File: src/hw/rtl/hrd_pkg.sv
// Shared types and constants for the H.265 RTP depacketizer.
// No dependencies; used by every module of the block.
package hrd_pkg;

  typedef struct packed {
    logic [7:0]  data_byte;
    logic        first_byte;
    logic        last_byte;
    logic [15:0] seq_num;
  } in_t;

  typedef struct packed {
    logic [7:0] out_byte;
    logic       byte_valid;
    logic       nal_begin;
    logic       nal_finish;
    logic       nal_abort;
    logic       last;
  } out_t;

  // Result slots of one request, emitted lowest first.
  localparam int unsigned NumSlots  = 8;
  localparam int unsigned SlotPre   = 0;
  localparam int unsigned SlotSc0   = 1;
  localparam int unsigned SlotSc3   = 4;
  localparam int unsigned SlotByte0 = 5;
  localparam int unsigned SlotByte1 = 6;
  localparam int unsigned SlotPost  = 7;

  typedef struct packed {
    logic [NumSlots-1:0] slots;
    logic [7:0]          byte0;
    logic [7:0]          byte1;
    logic                finish;
  } desc_t;

  localparam logic [5:0] TypeAggr = 6'd48;
  localparam logic [5:0] TypeFrag = 6'd49;
  localparam logic [7:0] HdrKeepMask = 8'h81;
  localparam logic [7:0] StartCodeLast = 8'h01;

  typedef enum logic [14:0] {
    PH_IDLE       = 15'h0001,
    PH_SINGLE     = 15'h0002,
    PH_AP_HDR1    = 15'h0004,
    PH_AP_NEXT    = 15'h0008,
    PH_AP_DONL_LO = 15'h0010,
    PH_AP_SIZE_HI = 15'h0020,
    PH_AP_SIZE_LO = 15'h0040,
    PH_AP_NAL     = 15'h0080,
    PH_FU_HDR1    = 15'h0100,
    PH_FU_HEADER  = 15'h0200,
    PH_FU_DONL_HI = 15'h0400,
    PH_FU_DONL_LO = 15'h0800,
    PH_FU_FIRST   = 15'h1000,
    PH_FU_DATA    = 15'h2000,
    PH_SKIP       = 15'h4000
  } phase_t;

endpackage

File: src/hw/rtl/hrd_parser.sv
// Input register and packet parser: turns one payload byte into a result descriptor.
// Depends on hrd_pkg.
module hrd_parser (
  input  logic          clk,
  input  logic          rst,
  input  logic          cfg_we,
  input  logic          cfg_wdata,
  input  logic          pkt_valid,
  output logic          pkt_stall,
  input  hrd_pkg::in_t  pkt,
  input  logic          ready,
  output hrd_pkg::desc_t desc
);

  logic               donl_enabled;
  logic               in_valid;
  hrd_pkg::in_t       in_r;
  hrd_pkg::phase_t    parse_phase, parse_phase_next;
  logic [15:0]        nal_bytes_left, nal_bytes_left_next;
  logic [7:0]         size_high_byte, size_high_byte_next;
  logic [7:0]         payload_header_first, payload_header_first_next;
  logic               fragment_end_seen, fragment_end_seen_next;
  logic               nal_open, nal_open_next;
  logic               fragment_run_dropped, fragment_run_dropped_next;
  logic [15:0]        previous_seq, previous_seq_next;
  hrd_pkg::desc_t     d;
  logic               move;

  assign move      = in_valid && ready;
  assign pkt_stall = in_valid && !ready;

  always_ff @(posedge clk) begin
    if (rst) begin
      donl_enabled <= 1'b0;
    end else if (cfg_we) begin
      donl_enabled <= cfg_wdata;
    end
  end

  always_ff @(posedge clk) begin
    if (rst) begin
      in_valid <= 1'b0;
    end else if (pkt_valid && !pkt_stall) begin
      in_valid <= 1'b1;
    end else if (move) begin
      in_valid <= 1'b0;
    end
  end

  always_ff @(posedge clk) begin
    if (pkt_valid && !pkt_stall) begin
      in_r <= pkt;
    end
  end

  always_comb begin
    logic [5:0]      ptype;
    logic [15:0]     size;
    logic            pre_abort;
    logic            post_abort;
    logic            sc;
    logic [1:0]      nbytes;
    hrd_pkg::phase_t fu_next;

    ptype   = in_r.data_byte[6:1];
    size    = {size_high_byte, in_r.data_byte};
    fu_next = donl_enabled ? hrd_pkg::PH_FU_DONL_HI : hrd_pkg::PH_FU_FIRST;

    parse_phase_next          = parse_phase;
    nal_bytes_left_next       = nal_bytes_left;
    size_high_byte_next       = size_high_byte;
    payload_header_first_next = payload_header_first;
    fragment_end_seen_next    = fragment_end_seen;
    nal_open_next             = nal_open;
    fragment_run_dropped_next = fragment_run_dropped;
    previous_seq_next         = previous_seq;
    pre_abort  = 1'b0;
    post_abort = 1'b0;
    sc         = 1'b0;
    nbytes     = 2'd0;
    d.byte0    = in_r.data_byte;
    d.byte1    = size_high_byte;
    d.finish   = 1'b0;

    if (in_r.first_byte || parse_phase != hrd_pkg::PH_IDLE) begin
      if (in_r.first_byte) begin
        if (parse_phase != hrd_pkg::PH_IDLE) begin
          pre_abort = nal_open_next;
          nal_open_next = 1'b0;
          fragment_run_dropped_next = 1'b1;
        end
        parse_phase_next = hrd_pkg::PH_IDLE;
      end

      unique case (parse_phase_next) inside
        hrd_pkg::PH_IDLE: begin
          if (ptype != hrd_pkg::TypeFrag && nal_open_next) begin
            pre_abort = 1'b1;
            nal_open_next = 1'b0;
            fragment_run_dropped_next = 1'b1;
          end
          if (ptype < hrd_pkg::TypeAggr) begin
            sc = 1'b1;
            nbytes = 2'd1;
            nal_open_next = 1'b1;
            parse_phase_next = hrd_pkg::PH_SINGLE;
          end else if (ptype == hrd_pkg::TypeAggr) begin
            parse_phase_next = hrd_pkg::PH_AP_HDR1;
          end else if (ptype == hrd_pkg::TypeFrag) begin
            payload_header_first_next = in_r.data_byte;
            parse_phase_next = hrd_pkg::PH_FU_HDR1;
          end else begin
            parse_phase_next = hrd_pkg::PH_SKIP;
          end
        end
        hrd_pkg::PH_SINGLE: begin
          nbytes = 2'd1;
        end
        hrd_pkg::PH_AP_HDR1: begin
          parse_phase_next = hrd_pkg::PH_AP_NEXT;
        end
        hrd_pkg::PH_AP_NEXT: begin
          if (donl_enabled) begin
            parse_phase_next = hrd_pkg::PH_AP_DONL_LO;
          end else begin
            size_high_byte_next = in_r.data_byte;
            parse_phase_next = hrd_pkg::PH_AP_SIZE_LO;
          end
        end
        hrd_pkg::PH_AP_DONL_LO: begin
          parse_phase_next = hrd_pkg::PH_AP_SIZE_HI;
        end
        hrd_pkg::PH_AP_SIZE_HI: begin
          size_high_byte_next = in_r.data_byte;
          parse_phase_next = hrd_pkg::PH_AP_SIZE_LO;
        end
        hrd_pkg::PH_AP_SIZE_LO: begin
          if (size == 16'd0) begin
            sc = 1'b1;
            d.finish = 1'b1;
            parse_phase_next = hrd_pkg::PH_AP_NEXT;
          end else if (!in_r.last_byte) begin
            sc = 1'b1;
            nal_open_next = 1'b1;
            nal_bytes_left_next = size;
            parse_phase_next = hrd_pkg::PH_AP_NAL;
          end
        end
        hrd_pkg::PH_AP_NAL: begin
          nbytes = 2'd1;
          nal_bytes_left_next = nal_bytes_left - 16'd1;
          if (nal_bytes_left_next == 16'd0) begin
            d.finish = 1'b1;
            nal_open_next = 1'b0;
            parse_phase_next = hrd_pkg::PH_AP_NEXT;
          end
        end
        hrd_pkg::PH_FU_HDR1: begin
          size_high_byte_next = in_r.data_byte;
          parse_phase_next = hrd_pkg::PH_FU_HEADER;
        end
        hrd_pkg::PH_FU_HEADER: begin
          if (!in_r.last_byte) begin
            if (in_r.data_byte[7]) begin
              pre_abort = nal_open_next;
              sc = 1'b1;
              nbytes = 2'd2;
              d.byte0 = {1'b0, in_r.data_byte[5:0], 1'b0} |
                        (payload_header_first & hrd_pkg::HdrKeepMask);
              nal_open_next = 1'b1;
              fragment_run_dropped_next = 1'b0;
              fragment_end_seen_next = in_r.data_byte[6];
              parse_phase_next = fu_next;
            end else if (fragment_run_dropped || !nal_open) begin
              parse_phase_next = hrd_pkg::PH_SKIP;
            end else if (in_r.seq_num != 16'(previous_seq + 16'd1)) begin
              pre_abort = 1'b1;
              nal_open_next = 1'b0;
              fragment_run_dropped_next = 1'b1;
              parse_phase_next = hrd_pkg::PH_SKIP;
            end else begin
              fragment_end_seen_next = in_r.data_byte[6];
              parse_phase_next = fu_next;
            end
          end
        end
        hrd_pkg::PH_FU_DONL_HI: begin
          parse_phase_next = hrd_pkg::PH_FU_DONL_LO;
        end
        hrd_pkg::PH_FU_DONL_LO: begin
          parse_phase_next = hrd_pkg::PH_FU_FIRST;
        end
        hrd_pkg::PH_FU_FIRST, hrd_pkg::PH_FU_DATA: begin
          nbytes = 2'd1;
          parse_phase_next = hrd_pkg::PH_FU_DATA;
        end
        default: begin
        end
      endcase

      if (in_r.last_byte) begin
        unique case (parse_phase_next) inside
          hrd_pkg::PH_SINGLE: begin
            d.finish = 1'b1;
            nal_open_next = 1'b0;
          end
          hrd_pkg::PH_AP_NEXT, hrd_pkg::PH_SKIP: begin
          end
          hrd_pkg::PH_FU_DATA: begin
            if (fragment_end_seen_next) begin
              d.finish = 1'b1;
              nal_open_next = 1'b0;
              fragment_run_dropped_next = 1'b1;
            end
          end
          default: begin
            post_abort = nal_open_next;
            nal_open_next = 1'b0;
            fragment_run_dropped_next = 1'b1;
          end
        endcase
        previous_seq_next = in_r.seq_num;
        parse_phase_next = hrd_pkg::PH_IDLE;
      end
    end

    d.slots = {post_abort, nbytes == 2'd2, nbytes != 2'd0, sc, sc, sc, sc, pre_abort};
    desc = d;
    if (!in_valid) begin
      desc.slots = '0;
    end
  end

  always_ff @(posedge clk) begin
    if (rst) begin
      parse_phase          <= hrd_pkg::PH_IDLE;
      nal_bytes_left       <= '0;
      size_high_byte       <= '0;
      payload_header_first <= '0;
      fragment_end_seen    <= 1'b0;
      nal_open             <= 1'b0;
      fragment_run_dropped <= 1'b1;
      previous_seq         <= '0;
    end else if (move) begin
      parse_phase          <= parse_phase_next;
      nal_bytes_left       <= nal_bytes_left_next;
      size_high_byte       <= size_high_byte_next;
      payload_header_first <= payload_header_first_next;
      fragment_end_seen    <= fragment_end_seen_next;
      nal_open             <= nal_open_next;
      fragment_run_dropped <= fragment_run_dropped_next;
      previous_seq         <= previous_seq_next;
    end
  end

endmodule

File: src/hw/rtl/hrd_emitter.sv
// Result register and serializer: walks a request's result slots, one per cycle while strm_stall is low.
// Depends on hrd_pkg.
module hrd_emitter (
  input  logic           clk,
  input  logic           rst,
  input  hrd_pkg::desc_t desc,
  output logic           ready,
  output logic           strm_valid,
  input  logic           strm_stall,
  output hrd_pkg::out_t  strm
);

  logic [hrd_pkg::NumSlots-1:0] mask;
  logic [hrd_pkg::NumSlots-1:0] sel;
  logic [hrd_pkg::NumSlots-1:0] rem;
  logic [hrd_pkg::NumSlots-1:0] mask_next;
  logic [7:0]                   byte0;
  logic [7:0]                   byte1;
  logic                         finish;
  logic                         is_last;
  logic                         is_abort;

  assign sel        = mask & (~mask + 1'b1);
  assign rem        = mask & ~sel;
  assign is_last    = (rem == '0);
  assign is_abort   = sel[hrd_pkg::SlotPre] || sel[hrd_pkg::SlotPost];
  assign strm_valid = (mask != '0);
  assign mask_next  = (strm_valid && !strm_stall) ? rem : mask;
  assign ready      = (mask_next == '0);

  always_comb begin
    strm.byte_valid = strm_valid && !is_abort;
    strm.nal_abort  = is_abort;
    strm.nal_begin  = sel[hrd_pkg::SlotSc0];
    strm.nal_finish = finish && is_last && !is_abort;
    strm.last       = is_last;
    if (sel[hrd_pkg::SlotSc3]) begin
      strm.out_byte = hrd_pkg::StartCodeLast;
    end else if (sel[hrd_pkg::SlotByte0]) begin
      strm.out_byte = byte0;
    end else if (sel[hrd_pkg::SlotByte1]) begin
      strm.out_byte = byte1;
    end else begin
      strm.out_byte = 8'h00;
    end
  end

  always_ff @(posedge clk) begin
    if (rst) begin
      mask <= '0;
    end else if (ready) begin
      mask <= desc.slots;
    end else begin
      mask <= mask_next;
    end
  end

  always_ff @(posedge clk) begin
    if (ready) begin
      byte0  <= desc.byte0;
      byte1  <= desc.byte1;
      finish <= desc.finish;
    end
  end

endmodule

File: src/hw/rtl/h265_rtp_depacketizer.sv
// H.265 RTP payload bytes in, Annex-B byte stream with NAL begin/finish/abort marks out.
// A request is held in the parser's input register, and its first result is shown from the emitter's result register.
// Throughput: one request per cycle while each gives at most one result and the output is not
// stalled; a request with k results (start code expansion, up to 7) holds the input until its last result is taken.
// Reset (rst, synchronous): parser idle, fragment run dropped, DONL off, no result held.
module h265_rtp_depacketizer (
  input  logic          clk,
  input  logic          rst,
  input  logic          cfg_we,
  input  logic          cfg_wdata,
  input  logic          pkt_valid,
  output logic          pkt_stall,
  input  hrd_pkg::in_t  pkt,
  output logic          strm_valid,
  input  logic          strm_stall,
  output hrd_pkg::out_t strm
);

  hrd_pkg::desc_t desc;
  logic           ready;

  hrd_parser u_parser (
    .clk       (clk),
    .rst       (rst),
    .cfg_we    (cfg_we),
    .cfg_wdata (cfg_wdata),
    .pkt_valid (pkt_valid),
    .pkt_stall (pkt_stall),
    .pkt       (pkt),
    .ready     (ready),
    .desc      (desc)
  );

  hrd_emitter u_emitter (
    .clk        (clk),
    .rst        (rst),
    .desc       (desc),
    .ready      (ready),
    .strm_valid (strm_valid),
    .strm_stall (strm_stall),
    .strm       (strm)
  );

endmodule

File: config.mk
export PLATFORM = sky130hd
export DESIGN_NAME = h265_rtp_depacketizer
export DESIGN_NICKNAME = d
export VERILOG_FILES = /design/src/hw/rtl/hrd_pkg.sv /design/src/hw/rtl/hrd_parser.sv /design/src/hw/rtl/hrd_emitter.sv /design/src/hw/rtl/h265_rtp_depacketizer.sv
export SDC_FILE = /design/constraint.sdc
export NUM_CORES = 1
export LEC_CHECK = 0
export ABC_AREA = 1
export CAP_MARGIN = 20
export CORE_ASPECT_RATIO = 2
export CORE_MARGIN = 2
export CORE_UTILIZATION = 50
export DETAILED_ROUTE_END_ITERATION = 8
export DONT_BUFFER_PORTS = 1
export SYNTH_ARGS = -nofsm -noshare
export SYNTH_HDL_FRONTEND = slang
export SYNTH_HIERARCHICAL = 1
export SYNTH_SLANG_ARGS = --single-unit
File: constraint.sdc
create_clock -name clk -period 3.4 [get_ports clk]
set_input_delay 0.17 -clock clk [delete_from_list [all_inputs] [get_ports clk]]
set_output_delay 0.17 -clock clk [all_outputs]
set_load 0.02 [all_outputs]
## After elaboration in Yosys (flattened, before gate mapping)

Cells that the tools add are included.

- Bits in registers: 119
- Bits in latches: 0
- RAM bits: 0
- Bits in read-only memories: 0
- Output and inout port bits: 15
- Logic and storage cells: 189
- Memories: 0

- Add/subtract/negate cells: 3
- Multipliers: 0
- Divide/modulo/power cells: 0
- $lt $le $gt $ge: 1
- Equality and inequality tests: 27
- Shift operators: 0
- Muxes and demuxes: 97
- Bitwise logic cells: 7
- Reductions and logical operators: 36

Operators with widths:

| cell | count |
|---|---|
| $mux 15 | 14 |
| $pmux 15 s12 | 1 |
| $mux 8 | 11 |
| $mux 1 | 53 |
| $logic_not 16->1 | 2 |
| $mux 16 | 2 |
| $pmux 16 s2 | 1 |
| $eq 15x14->1 const B | 2 |
| $eq 15x2->1 const B | 2 |
| $eq 15x4->1 const B | 2 |
| $add 16x1->16 const B | 1 |
| $and 8x8->8 | 2 |
| $logic_not 8->1 | 2 |
| $ne 16x16->1 | 1 |
| $not 8->8 | 2 |
| $pmux 8 s2 | 1 |
| $sub 16x1->16 const B | 1 |
| $eq 15x1->1 const B | 1 |
| $eq 15x10->1 const B | 1 |
| $eq 15x11->1 const B | 1 |
| $eq 15x12->1 const B | 1 |
| $eq 15x13->1 const B | 1 |
| $eq 15x15->1 const B | 1 |
| $eq 15x3->1 const B | 1 |
| 34 further kinds | 64 |

## Logic depth before layout (Yosys ltp)

Gate-level depths: netlist of the first run.

- Word-level depth: 15
- Depth in mapped cells: 23
- Depth with buffers taken out: 22

## Hierarchy

Netlist of the first run, hierarchy kept.

By module, submodules not included:

| module | times used | cells each | area each (sq um) | seq. area each (sq um) |
|---|---|---|---|---|
| hrd_parser | 1 | 937 | 5899.4 | 2021.9 |
| hrd_emitter | 1 | 133 | 1229.9 | 670.6 |

## Least setup slack after synthesis of the first run

OpenSTA, ideal clock, no wires.

- Path kind: reg-to-reg
- Start: register u_emitter/mask[0] (netlist bit)
- End: register u_parser/in_r[0] (netlist bit) (enable)
- Arrival time: 2.487 ns
- Required time: 2.991 ns
- Slack: 0.504 ns
- Stages on the path, launching flop included: 9
- Cell sequence: dfxtp_1 nor2_4 nand2_1 o21ai_2 nand2_2 nor2_4 and3_2 nor2_1 nor2_1

- Cells in the longest elaborated chain, start to end: 11
- Elaborated cells on any way between the ends: 13
- Those cells by class: 1 x add/sub; 1 x mux; 4 x bitwise; 7 x reduce/logical

RTL lines:

| element | RTL line | RTL |
|---|---|---|
| from (decl) | hrd_emitter.sv:13 | `logic [hrd_pkg::NumSlots-1:0] mask;` |
| from (signal assigned) | hrd_emitter.sv:52 | `mask <= desc.slots;` |
| from (signal assigned) | hrd_emitter.sv:54 | `mask <= mask_next;` |
| $not 8->8 | hrd_emitter.sv:23 | `assign sel = mask & (~mask + 1'b1);` |
| $add 8x1->8 | hrd_emitter.sv:23 |  |
| $and 8x8->8 | hrd_emitter.sv:23 |  |
| $not 8->8 | hrd_emitter.sv:24 | `assign rem = mask & ~sel;` |
| $and 8x8->8 | hrd_emitter.sv:24 |  |
| $mux 8 * | hrd_emitter.sv:28 | `assign mask_next = (strm_valid && !strm_stall) ? rem : mask;` |
| $logic_not 8->1 * | hrd_emitter.sv:29 | `assign ready = (mask_next == '0);` |
| via ready | h265_rtp_depacketizer.sv:20 | `logic ready;` |
| $logic_not 1->1 * | hrd_parser.sv:30 | `assign pkt_stall = in_valid && !ready;` |
| $logic_and 1x1->1 * | hrd_parser.sv:30 |  |
| via pkt_stall | h265_rtp_depacketizer.sv:12 | `output logic pkt_stall,` |
| $logic_not 1->1 * | hrd_parser.sv:51 | `if (pkt_valid && !pkt_stall) begin` |
| $logic_and 1x1->1 * | hrd_parser.sv:51 |  |
| to (signal assigned) | hrd_parser.sv:52 | `in_r <= pkt;` |
| to (decl) | hrd_parser.sv:17 | `hrd_pkg::in_t in_r;` |

The timed path passes the listed nets; every way through them passes the cells marked *.
A chain may end at the register's enable or synchronous reset.

==> results of run 1 <==
where the power goes:
group          total [uW]  switching [uW]  internal, uW
clock                1720             700          1020
combinational         749             517           232
sequential           1680            92.6          1580
total                4150            1310          2840
placed cells by master, fill, tap and decap left out, drive strengths merged, types with 3 or more instances in the layout:
master,synthesis,routed
a211oi,14,14
or2,3,3
a311oi,10,10
ha,3,3
nand3,79,79
buf,15,18
nand4,26,26
a31oi,5,5
clkbuf,17,17
nor3,12,12
dlygate4sd3,0,29
a21oi,48,48
inv,140,147
xnor2,4,4
o21ai,65,65
dfxtp,70,70
edfxtp,43,43
xor2,9,9
nand2,282,282
clkinv,1,6
nor2,208,208
synth_stat cells (6+ instances only):
master	count	area, um2
nand2_2	9	56.30
nand4_1	26	162.7
a211oi_1	14	105.1
a311oi_1	10	87.58
dfxtp_1	70	1401
o21ai_2	6	52.55
nand2_1	271	1017
clkbuf_1	17	63.81
nor3_1	12	60.06
nand3_1	75	375.4
xor2_1	9	78.83
nor2_1	191	716.9
nor2_4	7	78.83
o21ai_0	53	265.3
nor2_2	9	56.30
inv_1	135	506.7
o21ai_1	6	30.03
edfxtp_1	43	1291
a21oi_1	48	240.2
through the flow:
stage / power, uW / utilization / worst slack, ns / cell area (um2) / hold WS (ns)
floorplan: 2222 / - / 0.5037 / 7129 / 0.2689
CTS: 4172 / 0.5902 / 0.2799 / 8198 / 0.004161
detailed placement: 2401 / 0.5259 / 0.3130 / 7306 / 0.2478
finish: 4148 / 0.5912 / 0.2775 / 8213 / 0.004684
global route: 4336 / 0.5912 / 0.01316 / 8213 / 0.04477
global placement: 2395 / 0.5259 / 0.4330 / 7306 / 0.2486
worst max-delay path by stage:
stage                             end         startpoint  cells past startpoint  slack [ns]
floorplan            u_parser/in_r[0]  u_emitter/mask[0]                      8        0.50
global placement    u_emitter/mask[5]  u_parser/in_r[17]                     20        0.43
detailed placement  u_emitter/mask[5]  u_parser/in_r[17]                     19        0.31
CTS                 u_emitter/mask[5]  u_parser/in_r[17]                     20        0.28
global route        u_emitter/mask[5]  u_parser/in_r[17]                     20        0.01
finish              u_emitter/mask[5]  u_parser/in_r[17]                     20        0.28
timing repair:
action,CTS,global route
endpoints found under the hold margin,76,0
buffers inserted,0,2
hold buffers,30,0
endpoints found under the setup margin,0,2
critical path: stages (launching register included):
cell and delay [ns]:
edfxtp_1 0.52, buf_4 0.24, nor2_4 0.11, nand3_4 0.12, nor2_4 0.24, nand2_1 0.17
inv_1 0.22, nor2_2 0.09, nand3_2 0.11, nor2_4 0.06, nor2_1 0.08, nand2_1 0.08
a21oi_1 0.18, nand3_1 0.11, nor2_1 0.10, nand3_1 0.17, nand4_1 0.13, nand2_1 0.06
inv_1 0.05, nand4_1 0.09, a21oi_1 0.12
registers in the layout, indices dropped and copies added (netlist names):
register and cells:
u_parser/in_r 26, u_parser/nal_bytes_left 16, u_parser/previous_seq 16, u_parser/parse_phase 15, u_emitter/byte0 8, u_emitter/byte1 8, u_emitter/mask 8, u_parser/size_high_byte 8
u_parser/payload_header_first 2, u_emitter/finish 1, u_parser/donl_enabled 1, u_parser/fragment_end_seen 1, u_parser/fragment_run_dropped 1, u_parser/in_valid 1, u_parser/nal_open 1
cell type report:
cell class | count | area (um2) | area share
Inverter | 141 | 533.0 | 0.06490
Clock buffer | 17 | 425.4 | 0.05180
Timing Repair Buffer | 47 | 445.4 | 0.05424
Clock inverter | 15 | 148.9 | 0.01813
Sequential cell | 113 | 2693 | 0.3278
Tap cell | 189 | 236.5 | 0.02879
Multi-Input combinational cell | 784 | 3731 | 0.4543
per-layer routing:
layer / vias up / share of wire / global-route usage / routed length (um)
met5: - / 0 / 0 / 0
met4: 0 / 0.045 / 0.1439 / 969
met3: 69 / 0.038 / 0.05585 / 825
met2: 210 / 0.55 / 0.5348 / 11810
met1: 3250 / 0.37 / 0.3076 / 7939
li1: 3546 / - / - / -
cells by family after synthesis:
group,count (synthesis),synth area share
compound gates,153,0.1258
flops,113,0.3777
simple gates,615,0.3754
fa+ha+maj,3,0.005266
buf+inv,173,0.09986
xor+xnor,13,0.01597
==> results by group, run 1 <==
STA
  • Worst Tran Pin Value: between 0.7 and 0.8 ns
  • Hold Fails Final Rpt: 0
  • Fmax: approximately 320 MHz
  • Final setup vio count: 0
  • Final Cycle Share: 0.9184
  • Max Slew Vio Count: 0
  • Max transition margin: 0.4926
  • Clk_skew: between 0.007 and 0.008 ns
  • Tmin final: between 3 and 4 ns
  • RSZ-0062 raised after global routing: false
  • TNS Setup: 0 ns

Synth
  • Sequential cell area fraction in the yosys report: 0.3777
  • YS warnings: 6
  • Mapped Nets: roughly 1100
  • Post-Syn Instances: approximately 1100
  • Syn avg cell area: about 6.7 um2
  • Synthesized area: slightly above 0.007 mm2
  • Number of synthesized register bits: 113
  • Post-synth EDFFs: 43
  • Ys flop type: dfxtp_1
  • Synth cell types: between 40 and 50
  • Asr flop ratio synth: 0

CTS
  • CTS tree: yes
  • H-tree levels: 4
  • Clock Tree Root: clkbuf_16
  • CTS clk-pin slew, worst paths: ~0.060 ns
  • Worst-Skew Late Latency: 0.43 ns
  • Sink Count: roughly 110
  • Post_cts resized: 0
  • Clk buf depth: 2
  • CTS Buf Count: 17

Final layout
  • Final net count: about 1100
  • Non-filler cells, final: approximately 1300
  • Diode count: 0
  • # fillers: 1407
  • Share of cells above drive strength 1: 0.09042
  • P&R area growth vs syn: 15.20%

Route
  • Routed WL per cell: approximately 16 um
  • Initial DRC count: around 420
  • DRC viols: 0
  • DRT Pass-1 Iters: 5
  • Drt total wl: between 20 and 25 mm
  • Vias per inst: about 5.4
  • Vias: a little over 7000
  • DRT antenna net count: 0

Worst hold path
  • Hold path depth: 2
  • Hold Path Sink: u_emitter/mask[1]
  • Hold Path Origin: strm_stall
  • Min-Delay Path Class: in -> reg

Floorplanning
  • Die X: 88.44 um
  • Starting Density: 0.5132
  • Die area: about 0.015 mm2
  • Die Y: 172.9 um
  • CORE AREA: approximately 0.014 mm2
  • IO Pins: between 40 and 50
  • Row count: 61

Critical path
  • Worst R2R Path Depth: 20
  • Critical Setup Path Class: reg -> reg
  • R2r endpoint: u_emitter/mask[5]
  • Arr. time, crit path: roughly 3.5 ns
  • Worst setup SP type: flip-flop
  • Required time worst endpoint: around 3.8 ns
  • Crit. End Element: flip-flop
  • Crit path max fanout: 12
  • Reg-to-reg startpoint: u_parser/in_r[17]
  • FF-to-FF setup slack: 0.28 ns

Global route
  • Antenna violations before repair: 0
  • Pin count of the biggest net entering global routing: 51
  • Vias in the first global route: 6908
  • Grt ovf: 0
  • GRT Util Overall: 0.2933
  • First-pass GRT wire length: about 34 mm

Status
  • Status: complete, no violations

Pwr
  • Worst vdd ir: between 0.3 and 0.4 mV
  • Leakage power total: approximately 0.0037 uW
  • Total power per unit cell area: between 500 and 600 mW/mm2

Placement
  • Dpl hpwl: between 15 and 20 mm
  • GP Congestion: 0.9958
  • Inst Count DP: between 1000 and 1500
  • Buffers on Ports: 0

Flow run
  • Max-Cap Viols: 0
(Power assumes the default switching activity.)
==> run 2: changes to the inputs <==
- MAX_ROUTING_LAYER: unset -> met4
- clock period: 3.4 -> 2.97 ns (I/O delays scaled with it)
==> run 2 against run 1 <==
First-iteration DRC count fell by 1.4%. Register-to-register slack lost 0.15 ns. Clock-buffer cell count unchanged. Worst hold slack improved by 0.056 ns. Sequential share of layout area fell by 2.3 points. Critical path depth did not move. Via count rose by 3.0%. Non-clock buffer count is 35 higher. Core utilization is 4.4 points higher. Cell count grew 2.8%.
==> results by group, run 2 (synthesized netlist as in run 1, its figures left out) <==
STA
  • RSZ-0062 raised after global routing: true (was false)
  • Max Slew Vio Count: 0 (unchanged)
  • Final Cycle Share: 0.9583 (was 0.9184)
  • Hold Fails Final Rpt: 0 (unchanged)
  • Clk_skew: 0.008986 ns (was 0.007815 ns)
  • Worst Tran Pin Value: 0.7512 ns (was 0.7532 ns)
  • Final setup vio count: 0 (unchanged)
  • Tmin final: 2.846 ns (was 3.123 ns)
  • TNS Setup: 0 ns (unchanged)
  • Max transition margin: 0.4939 (was 0.4926)
  • Fmax: 351.3 MHz (was 320.3 MHz)

Critical path
  • Critical Setup Path Class: reg -> reg (unchanged)
  • Crit. End Element: flip-flop (unchanged)
  • Worst R2R Path Depth: 20 (unchanged)
  • Worst setup SP type: flip-flop (unchanged)
  • Crit path largest cell delay: 0.50 ns (was 0.52 ns)
  • Buf/Inv on CP: 4 (was 3)
  • Required time worst endpoint: 3.33 ns (was 3.76 ns)
  • FF-to-FF setup slack: 0.12 ns (was 0.28 ns)
  • Reg-to-reg startpoint: u_parser/in_r[17] (unchanged)
  • Crit-path slowest cell: edfxtp_1 (unchanged)
  • Crit path max fanout: 8 (was 12)
  • R2r endpoint: u_emitter/mask[5] (unchanged)
  • Delay-heaviest family, CP: simple AND/OR/NAND/NOR gates (unchanged)
  • Critical-path cell list: buf_6 -> clkbuf_16 -> nor2_2 -> nand3_2 -> nor2_1 -> nand2_1 -> nand2_2 -> nor2_4 -> nand3_4 -> buf_8 -> o21ai_1 -> a21oi_2 -> nand3_1 -> nor2_2 -> nand3_2 -> nand4_1 -> nand2_1 -> inv_1 -> nand4_1 -> a21oi_1 (was buf_4 -> nor2_4 -> nand3_4 -> nor2_4 -> nand2_1 -> inv_1 -> nor2_2 -> nand3_2 -> nor2_4 -> nor2_1 -> nand2_1 -> a21oi_1 -> nand3_1 -> nor2_1 -> nand3_1 -> nand4_1 -> nand2_1 -> inv_1 -> nand4_1 -> a21oi_1)
  • Arr. time, crit path: 3.21 ns (was 3.48 ns)

Route
  • DR top layer: met4 (unchanged)
  • DR WL met2: 12.22 mm (was 11.81 mm)
  • Vias per inst: 5.425 (was 5.417)
  • DRC viols: 0 (unchanged)
  • DRT antenna net count: 0 (unchanged)
  • Met3 wire len: 893 um (was 825 um)
  • Initial DRC count: 417 (was 423)
  • Vias: 7286 (was 7075)
  • DRT Pass-1 Iters: 5 (unchanged)
  • Drt total wl: 22.49 mm (was 21.54 mm)
  • Routed WL per cell: 16.74 um (was 16.49 um)
  • M1 wire length: 8.137 mm (was 7.939 mm)

Worst hold path
  • Hold path depth: 2 (unchanged)
  • Hold Path Origin: rst (was strm_stall)
  • Hold Path Sink: u_emitter/mask[3] (was u_emitter/mask[1])
  • Min-Delay Path Class: in -> reg (unchanged)

Placement
  • Post-place instance area: 0.007453 mm2 (was 0.007306 mm2)
  • Dpl hpwl: 16.08 mm (was 16.36 mm)
  • GP Congestion: 0.9696 (was 0.9958)
  • Buffers on Ports: 0 (unchanged)

CTS
  • CTS Buf Count: 17 (unchanged)
  • Clk buf depth: 2 (unchanged)
  • Sink Count: 113 (unchanged)
  • Worst-Skew Late Latency: 0.43 ns (about the same)
  • CTS tree: yes (unchanged)
  • CTS clk-pin slew, worst paths: 0.06 ns (about the same)
  • Clock Tree Root: clkbuf_16 (unchanged)
  • H-tree levels: 4 (unchanged)

Pwr
  • Int Power: 3395 uW (was 2838 uW)
  • Worst vdd ir: 0.3926 mV (was 0.3704 mV)
  • Psw: 1565 uW (was 1309 uW)
  • Leakage power total: 0.003948 uW (was 0.003700 uW)
  • Sequential share of power: 0.386 (was 0.404)
  • Comb power frac: 0.193 (was 0.181)
  • Power share of the clock group: 0.421 (was 0.415)
  • Total power per unit cell area: 562.1 mW/mm2 (was 505.0 mW/mm2)
  • Switching portion of total power: 0.3155 (was 0.3157)

Floorplanning
  • Starting Density: 0.5132 (unchanged)
  • Row count: 61 (unchanged)
  • Die area: 0.01529 mm2 (unchanged)
  • Die Y: 172.9 um (unchanged)
  • CORE AREA: 0.01389 mm2 (unchanged)
  • IO Pins: 47 (unchanged)
  • Die X: 88.44 um (unchanged)

Global route
  • Pin count of the biggest net entering global routing: 51 (unchanged)
  • First-pass GRT wire length: 33.38 mm (was 34.33 mm)
  • GRT Util Overall: 0.2945 (was 0.2933)
  • Antenna violations before repair: 0 (unchanged)
  • Vias in the first global route: 6802 (was 6908)
  • Grt ovf: 0 (unchanged)

Status
  • Status: complete, no violations (unchanged)

Final layout
  • Final core utilization: 0.6352 (was 0.5912)
  • Max FFs per register: 26 (unchanged)
  • Largest registers: u_parser/in_r x26, u_parser/nal_bytes_left x16, u_parser/previous_seq x16 (unchanged)
  • P&R area growth vs syn: 23.76% (was 15.20%)
  • Finished Cell Area: 0.008823 mm2 (was 0.008213 mm2)
  • Largest register by flop count: u_parser/in_r (unchanged)
  • Commonest non-fill, non-tap cells in the layout: nand2_1 (259), nor2_1 (170), inv_1 (133) (was nand2_1 (271), nor2_1 (190), inv_1 (135))
  • Diode count: 0 (unchanged)
  • Share of cells above drive strength 1: 0.1664 (was 0.09042)
  • Commonest non-fill, non-tap cell in the layout: nand2_1 (unchanged)
  • Final net count: 1176 (was 1139)

Flow run
  • Max-Cap Viols: 0 (unchanged)
[run 2: per-stage QoR]
stage	setup slack, ns	std cells	total power [uW]	hold slack [ns]
after floorplan	0.07373	1070	2544	0.2474
after global placement	0.1252	1260	2759	0.2245
after detailed placement	0.02599	1260	2765	0.2265
after CTS	0.01667	1323	4902	0.04982
after global routing	-0.1052	1343	5168	0.06157
final	0.1238	1343	4960	0.06023
[run 2: area by class of cell]
| cell class | count | area (um2) |
|---|---|---|
| clock buffers | 17 | 425.4 |
| flip-flops and latches | 113 | 2693 |
| multi-input cells | 786 | 3981 |
| fillers | 1342 | 5067 |
| inverters | 141 | 535.5 |
| well taps | 189 | 236.5 |
| clock inverters | 15 | 172.7 |
| repair buffers | 82 | 779.5 |
[run 2: how the worst max path moves through the flow]
stage,start,endpoint,depth (start not counted)
global route,u_parser/in_r[17],u_emitter/mask[5],20
CTS,u_parser/in_r[17],u_emitter/mask[5],19
global placement,u_parser/in_r[17],u_emitter/mask[5],19
detailed placement,u_parser/in_r[17],u_emitter/mask[5],19
finish,u_parser/in_r[17],u_emitter/mask[5],20
floorplan,u_emitter/mask[0],u_parser/in_r[0],8
[run 2: routing by layer]
| layer | up-vias | global-route usage |
|---|---|---|
| met4 | 0 | 0.1591 |
| met5 | - | - |
| li1 | 3637 | - |
| met3 | 84 | 0.04630 |
| met2 | 215 | 0.5229 |
| met1 | 3350 | 0.2963 |
[run 2: power groups by stage]
stage | combinational [uW] | clock [uW] | sequential [uW]
global route | 1050 | 2190 | 1930
finish | 959 | 2090 | 1910
CTS | 876 | 2120 | 1910
global placement | 819 | 0 | 1940
detailed placement | 823 | 0 | 1940
floorplan | 634 | 0 | 1910
[run 2: what timing repair did]
action                                  CTS  global route
endpoints found under the setup margin    0             6
hold buffers                             31             0
gates resized for setup                   0            80
endpoints found under the hold margin    76             0
buffers inserted                          0            17
